$ cat src/hw/rtl/pisr_pkg.sv
package pisr_pkg;

  localparam int SAMPLE_BITS = 12;
  localparam int FRAC_BITS   = 24;

  localparam int GAIN_W = 32;
  localparam int LIM_W  = 16;
  localparam int ACC_W  = 48;
  localparam int ERR_W  = SAMPLE_BITS + 1;
  // signed product of a zero-extended gain and the error
  localparam int PROD_W = GAIN_W + 1 + ERR_W;
  localparam int SUM_W  = ((ACC_W > PROD_W) ? ACC_W : PROD_W) + 1;

  localparam int CFG_IDX_W = 2;
  localparam int CFG_W     = GAIN_W;

  localparam logic [CFG_IDX_W-1:0] CFG_KP_GAIN = 2'd0;
  localparam logic [CFG_IDX_W-1:0] CFG_KI_GAIN = 2'd1;
  localparam logic [CFG_IDX_W-1:0] CFG_OUT_MIN = 2'd2;
  localparam logic [CFG_IDX_W-1:0] CFG_OUT_MAX = 2'd3;

  localparam logic [GAIN_W-1:0] KP_GAIN_RST = 32'd1564937935;
  localparam logic [GAIN_W-1:0] KI_GAIN_RST = 32'd23475;
  localparam logic [LIM_W-1:0]  OUT_MIN_RST = 16'd0;
  localparam logic [LIM_W-1:0]  OUT_MAX_RST = 16'd1000;

  typedef struct packed {
    logic [GAIN_W-1:0] kp_gain;
    logic [GAIN_W-1:0] ki_gain;
    logic [LIM_W-1:0]  out_min;
    logic [LIM_W-1:0]  out_max;
  } cfg_t;

  typedef struct packed {
    logic signed [PROD_W-1:0] kp_prod;
    logic signed [PROD_W-1:0] ki_prod;
  } prod_t;

endpackage

$ cat src/hw/rtl/pisr_mult_stage.sv
module pisr_mult_stage (
  input  logic                              clk,
  input  logic                              rst_n,
  input  logic                              in_valid,
  input  logic [pisr_pkg::SAMPLE_BITS-1:0]  in_measured_speed,
  input  logic [pisr_pkg::SAMPLE_BITS-1:0]  in_reference_speed,
  input  pisr_pkg::cfg_t                    cfg,
  input  logic                              take,
  output logic                              in_stall,
  output logic                              prod_valid,
  output pisr_pkg::prod_t                   prod
);
  import pisr_pkg::*;

  logic              prod_valid_r, prod_valid_nxt;
  prod_t             prod_r, prod_nxt;
  logic signed [ERR_W-1:0] err;
  logic              adv;

  assign adv      = !prod_valid_r || take;
  assign in_stall = !adv;

  always_comb begin
    err = $signed({1'b0, in_reference_speed}) - $signed({1'b0, in_measured_speed});
    prod_nxt.kp_prod = $signed({1'b0, cfg.kp_gain}) * err;
    prod_nxt.ki_prod = $signed({1'b0, cfg.ki_gain}) * err;
    prod_valid_nxt   = adv ? in_valid : prod_valid_r;
  end

  always_ff @(posedge clk) begin
    if (!rst_n) begin
      prod_valid_r <= 1'b0;
    end else begin
      prod_valid_r <= prod_valid_nxt;
    end
    if (adv && in_valid) begin
      prod_r <= prod_nxt;
    end
  end

  assign prod_valid = prod_valid_r;
  assign prod       = prod_r;

endmodule

$ cat src/hw/rtl/pisr_integ_stage.sv
module pisr_integ_stage (
  input  logic                        clk,
  input  logic                        rst_n,
  input  logic                        prod_valid,
  input  pisr_pkg::prod_t             prod,
  input  pisr_pkg::cfg_t              cfg,
  input  logic                        out_stall,
  output logic                        take,
  output logic                        out_valid,
  output logic [pisr_pkg::LIM_W-1:0]  out_drive_value,
  output logic                        out_saturated
);
  import pisr_pkg::*;

  logic signed [ACC_W-1:0] acc_r, acc_nxt;
  logic                    out_valid_r, out_valid_nxt;
  logic [LIM_W-1:0]        drive_r, drive_nxt;
  logic                    sat_r, sat_nxt;

  logic signed [SUM_W-1:0] trial_wide, y, lo, hi;
  logic signed [ACC_W-1:0] trial;
  logic                    ovf, over_hi, under_lo, fire;

  assign take = !out_valid_r || !out_stall;
  assign fire = prod_valid && take;

  always_comb begin
    trial_wide = SUM_W'(acc_r) + SUM_W'(prod.ki_prod);
    // overflow when the bits above the 48-bit sign do not all match it
    ovf = (trial_wide[SUM_W-1:ACC_W-1] != {(SUM_W-ACC_W+1){1'b0}}) &&
          (trial_wide[SUM_W-1:ACC_W-1] != {(SUM_W-ACC_W+1){1'b1}});
    if (ovf) begin
      trial = trial_wide[SUM_W-1] ? {1'b1, {(ACC_W-1){1'b0}}}
                                  : {1'b0, {(ACC_W-1){1'b1}}};
    end else begin
      trial = trial_wide[ACC_W-1:0];
    end
    y  = SUM_W'(prod.kp_prod) + SUM_W'(trial);
    lo = $signed({{(SUM_W-LIM_W-FRAC_BITS){1'b0}}, cfg.out_min, {FRAC_BITS{1'b0}}});
    hi = $signed({{(SUM_W-LIM_W-FRAC_BITS){1'b0}}, cfg.out_max, {FRAC_BITS{1'b0}}});
    over_hi  = y > hi;
    under_lo = y < lo;

    acc_nxt = (fire && !over_hi && !under_lo) ? trial : acc_r;

    // upper clamp first, then lower: inverted limits end at out_min
    priority if (over_hi) begin
      drive_nxt = (cfg.out_max < cfg.out_min) ? cfg.out_min : cfg.out_max;
    end else if (under_lo) begin
      drive_nxt = cfg.out_min;
    end else begin
      drive_nxt = y[FRAC_BITS+LIM_W-1:FRAC_BITS];
    end
    sat_nxt = over_hi || under_lo;
    out_valid_nxt = take ? prod_valid : out_valid_r;
  end

  always_ff @(posedge clk) begin
    if (!rst_n) begin
      acc_r       <= '0;
      out_valid_r <= 1'b0;
    end else begin
      acc_r       <= acc_nxt;
      out_valid_r <= out_valid_nxt;
    end
    if (fire) begin
      drive_r <= drive_nxt;
      sat_r   <= sat_nxt;
    end
  end

  assign out_valid       = out_valid_r;
  assign out_drive_value = drive_r;
  assign out_saturated   = sat_r;

endmodule

$ cat src/hw/rtl/pi_speed_regulator_antiwindup.sv
// channel | ports                                         | direction
// in      | in_valid, in_stall, in_measured_speed,        | item in
//         | in_reference_speed                            |
// out     | out_valid, out_stall, out_drive_value,        | item out
//         | out_saturated                                 |
// cfg     | cfg_we, cfg_index, cfg_wdata                  | register write
//
// One item per cycle while out_stall is low; each item passes the product register, then the result register.
// The rate is set by the integrator update, done once per cycle in the result stage when it takes an item.
// rst_n (synchronous) clears the integrator, valid flags and gains/limits to defaults.
// out_stall holds the result register; the product stage still takes one item if it is empty,
// then in_stall rises.
module pi_speed_regulator_antiwindup (
  input  logic                              clk,
  input  logic                              rst_n,
  input  logic                              in_valid,
  output logic                              in_stall,
  input  logic [pisr_pkg::SAMPLE_BITS-1:0]  in_measured_speed,
  input  logic [pisr_pkg::SAMPLE_BITS-1:0]  in_reference_speed,
  output logic                              out_valid,
  input  logic                              out_stall,
  output logic [pisr_pkg::LIM_W-1:0]        out_drive_value,
  output logic                              out_saturated,
  input  logic                              cfg_we,
  input  logic [pisr_pkg::CFG_IDX_W-1:0]    cfg_index,
  input  logic [pisr_pkg::CFG_W-1:0]        cfg_wdata
);
  import pisr_pkg::*;

  cfg_t  cfg_r, cfg_nxt;
  prod_t prod;
  logic  prod_valid, take;

  always_comb begin
    cfg_nxt = cfg_r;
    if (cfg_we) begin
      unique case (cfg_index)
        CFG_KP_GAIN: cfg_nxt.kp_gain = cfg_wdata;
        CFG_KI_GAIN: cfg_nxt.ki_gain = cfg_wdata;
        CFG_OUT_MIN: cfg_nxt.out_min = cfg_wdata[LIM_W-1:0];
        CFG_OUT_MAX: cfg_nxt.out_max = cfg_wdata[LIM_W-1:0];
        default: cfg_nxt = cfg_r;
      endcase
    end
  end

  always_ff @(posedge clk) begin
    if (!rst_n) begin
      cfg_r.kp_gain <= KP_GAIN_RST;
      cfg_r.ki_gain <= KI_GAIN_RST;
      cfg_r.out_min <= OUT_MIN_RST;
      cfg_r.out_max <= OUT_MAX_RST;
    end else begin
      cfg_r <= cfg_nxt;
    end
  end

  pisr_mult_stage u_mult (
    .clk                (clk),
    .rst_n              (rst_n),
    .in_valid           (in_valid),
    .in_measured_speed  (in_measured_speed),
    .in_reference_speed (in_reference_speed),
    .cfg                (cfg_r),
    .take               (take),
    .in_stall           (in_stall),
    .prod_valid         (prod_valid),
    .prod               (prod)
  );

  pisr_integ_stage u_integ (
    .clk             (clk),
    .rst_n           (rst_n),
    .prod_valid      (prod_valid),
    .prod            (prod),
    .cfg             (cfg_r),
    .out_stall       (out_stall),
    .take            (take),
    .out_valid       (out_valid),
    .out_drive_value (out_drive_value),
    .out_saturated   (out_saturated)
  );

endmodule

$ cat config.mk
export PLATFORM = sky130hd
export DESIGN_NAME = pi_speed_regulator_antiwindup
export DESIGN_NICKNAME = d
export VERILOG_FILES = /design/src/hw/rtl/pisr_pkg.sv /design/src/hw/rtl/pisr_mult_stage.sv /design/src/hw/rtl/pisr_integ_stage.sv /design/src/hw/rtl/pi_speed_regulator_antiwindup.sv
export SDC_FILE = /design/constraint.sdc
export NUM_CORES = 2
export LEC_CHECK = 0
export BUFFER_PORTS_ARGS = -buffer_cell sky130_fd_sc_hd__clkbuf_2
export CAP_MARGIN = 20
export CORE_MARGIN = 2
export CORE_UTILIZATION = 40
export CTS_BUF_LIST = sky130_fd_sc_hd__clkbuf_4
export DETAILED_ROUTE_END_ITERATION = 8
export SYNTH_ARGS = -nofsm -noshare
export SYNTH_HDL_FRONTEND = slang
export SYNTH_SLANG_ARGS = --single-unit
$ cat constraint.sdc
create_clock -name clk -period 10 [get_ports clk]
set_input_delay 0.5 -clock clk [delete_from_list [all_inputs] [get_ports clk]]
set_output_delay 0.5 -clock clk [all_outputs]
set_load 0.005 [all_outputs]
==> flow_metrics.env <==
export IMPL_synth_avg_cell_area_um2=8.789
export IMPL_drv_slew=0
export IMPL_gp_congestion=0.9345
export IMPL_syn_nets=6035
export IMPL_clk_pin_slew_ns=0.07
export IMPL_wl_met3_mm=7.062
export IMPL_synth_top_area_cell="fa_1"
export IMPL_area_delta_synth_final_pct=11.18
export IMPL_pre_cts_ws_ns=0.1110
export IMPL_max_freq_mhz=107.3
export IMPL_insertion_delay_ns=0.88
export IMPL_grt_pass1_wl_mm=199.7
export IMPL_slew_headroom=0.3222
export IMPL_final_nets=6242
export IMPL_synth_warnings=0
export IMPL_hold_path_class="in -> reg"
export IMPL_hpwlAfterDp_mm=103.1
export IMPL_tightest_slew_ns=1.012
export IMPL_grt_max_degree=66
export IMPL_fin_tns_setup_ns=0
export IMPL_grt_pass1_vias=35470
export IMPL_cts_root_buffer="clkbuf_4"
export IMPL_ys_flop_type="dfxtp_1"
export IMPL_grt_overflow_total=0
export IMPL_clock_path_buffers=3
export IMPL_cts_setup_buffers=0
export IMPL_cts_tree="built"
export IMPL_setup_ws_ns=0.6831
export IMPL_min_path_cells=3
export IMPL_fin_crit_sh=0.9317
export IMPL_critPathKind="reg -> reg"
export IMPL_fin_util=0.4472
export IMPL_arrival_ns=9.93
export IMPL_yosysTopAreaCellShare=0.3091
export IMPL_r2r_cells=38
export IMPL_antenna_found_initial=5
export IMPL_clock_sinks=255
export IMPL_final_common_cell="nand2_1"
export IMPL_synth_cells=4885
export IMPL_start_util=0.4022
export IMPL_route_vias_total=34780
export IMPL_core_mm2=0.1068
export IMPL_ys_types=95
export IMPL_cts_buffers=76
export IMPL_wl_per_cell_um=19.02
export IMPL_met2_length_mm=56.67
export IMPL_critPathRequiredTime_ns=10.61
export IMPL_critPathLaunchType="flip-flop"
export IMPL_run_status="complete, no violations"
export IMPL_max_stage_delay_ns=0.47
export IMPL_seq_area_frac_synth=0.1443
export IMPL_rsz0062_at_grt="false"
export IMPL_timing_max_cap_violations=0
export IMPL_yosys_top_cells_area="fa_1 (31%), ha_1 (12%), edfxtp_1 (7.6%)"
export IMPL_synth_edf_count=109
export IMPL_worst_setup_path_end_kind="flip-flop"
export IMPL_ios=82
export IMPL_grtUsageTotal=0.2298
export IMPL_finalSetupViolations=0
export IMPL_hold_violations=0
export IMPL_met1Wirelength_mm=56.67
export IMPL_ys_seq_elements=255
export IMPL_first_pass_iters=8
export IMPL_route_detailed_drc=0
export IMPL_num_rows=120
export IMPL_drt_wl_total_mm=124.9
export IMPL_fin_worst_skew_ns=0.06164
export IMPL_top_layer_used="met5"
export IMPL_viasPerCell=5.299
export IMPL_portBuffers=81
export IMPL_layout_common_cells="nand2_1 (863), inv_1 (682), fa_1 (662)"
export IMPL_first_iter_violations=2276
export IMPL_min_period_ns=9.317
export IMPL_async_reset_ff_frac=0
export IMPL_die_x_um=331.6
export IMPL_fp_dieArea_mm2=0.1100
export IMPL_crit_slowest_cell="or4_1"
export IMPL_netlist_area_mm2=0.04293
export IMPL_htreeDepth=3
export IMPL_critPathMaxFanout=11
export IMPL_dieHeight_um=331.6
export IMPL_final_layout_size_suffix_gt1_frac=0.1220
export IMPL_drtAntennaViolNets=0
## state kept, by name (all words and copies together) (netlist names)
| register | cells |
|---|---|
| u_integ.out_drive_value | 16 |
| u_mult.prod | 92 |
| u_mult.prod_valid | 1 |
| u_integ.out_saturated | 1 |
| u_integ.acc_r | 48 |
| u_integ.out_valid | 1 |
| cfg_r | 96 |
## path summary, 6_finish.rpt
check,end,startpoint,slack (ns)
worst max-delay path,u_integ.out_drive_value[4]$_DFFE_PP_,u_mult.prod[3]$_DFFE_PP_,0.68
worst min register to register,cfg_r[20]$_SDFFE_PN0P_,cfg_r[20]$_SDFFE_PN0P_,0.46
worst max register to register,u_integ.out_drive_value[4]$_DFFE_PP_,u_mult.prod[3]$_DFFE_PP_,0.68
worst min-delay path,cfg_r[22]$_SDFFE_PN0P_,cfg_wdata[6],0.07
## routing by layer
metal / vias to the layer above / GRT usage
met2: 1033 / 0.3687
met5: - / 0
li1: 16290 / -
met4: 2 / 0.07442
met3: 195 / 0.03011
met1: 17260 / 0.3210
## cell families (layout without fill, tap and decap cells)
| logic type | count (synthesis) | in the layout | synth area share |
|---|---|---|---|
| other cells | 0 | 6 | 0 |
| compound gates | 776 | 776 | 0.1254 |
| flops | 255 | 255 | 0.1443 |
| buf+inv | 931 | 1200 | 0.08259 |
| simple gates | 1674 | 1674 | 0.1817 |
| xor+xnor | 154 | 154 | 0.03141 |
| mux | 5 | 5 | 0.001253 |
| fa+ha+maj | 1090 | 1090 | 0.4334 |
## repair_timing
item                                    CTS  global route
gates resized for setup                   0             8
hold buffers                             22             0
hold endpoints to repair                 36             0
endpoints found under the setup margin    0            65
## worst max-delay path, delay by kind of cell, from the launching register on
| kind | cells | cell delay [ns] |
|---|---|---|
| AO/OA/AOI/OAI | 13 | 3.23 |
| XOR/XNOR | 2 | 0.41 |
| adder cells (fa/ha/maj) | 3 | 1.08 |
| buffers and inverters | 6 | 0.97 |
| flip-flops | 1 | 0.37 |
| AND/OR/NAND/NOR | 14 | 3.00 |
## layout make-up
type,instances,area [um^2]
fill,10520,59020
sequential,255,6196
clock inverter,29,175.2
tap,1403,1755
timing repair buffer,377,2823
inverter,683,2564
clock buffer,111,833.3
multi-input combinational,3699,33370
antenna,6,15.01
## synthesized netlist by cell type, types with 11 or more instances
master	instances
fa_1	663
nand2b_1	31
a221o_1	13
inv_1	683
dfxtp_1	146
nor2_1	179
a21oi_1	252
o21bai_1	22
nor3_1	40
nand3_1	79
ha_1	424
clkbuf_1	225
xnor2_1	101
edfxtp_1	109
xor2_1	53
o31ai_1	11
nor2b_1	87
nand4_1	38
a21boi_0	11
o21ai_0	111
o32ai_2	29
o211ai_1	25
a211oi_1	21
and2_1	220
o21a_1	34
or2_2	67
nand2_1	863
buf_2	11
and3_1	27
a21o_1	92
a31oi_1	25
## through the flow
stage / hold slack [ns] / std cells / cell area, um^2
detailed placement: 0.4470 / 6395 / 46450
global route: 0.007513 / 6563 / 47740
floorplan: 0.4363 / 4885 / 42930
global placement: 0.4423 / 6395 / 46450
finish: 0.07129 / 6563 / 47740
CTS: 0.01257 / 6557 / 47680
Power is left out: the tool's default activity adds up to more than one toggle a clock period on the data nets, which glitch-free logic cannot reach.
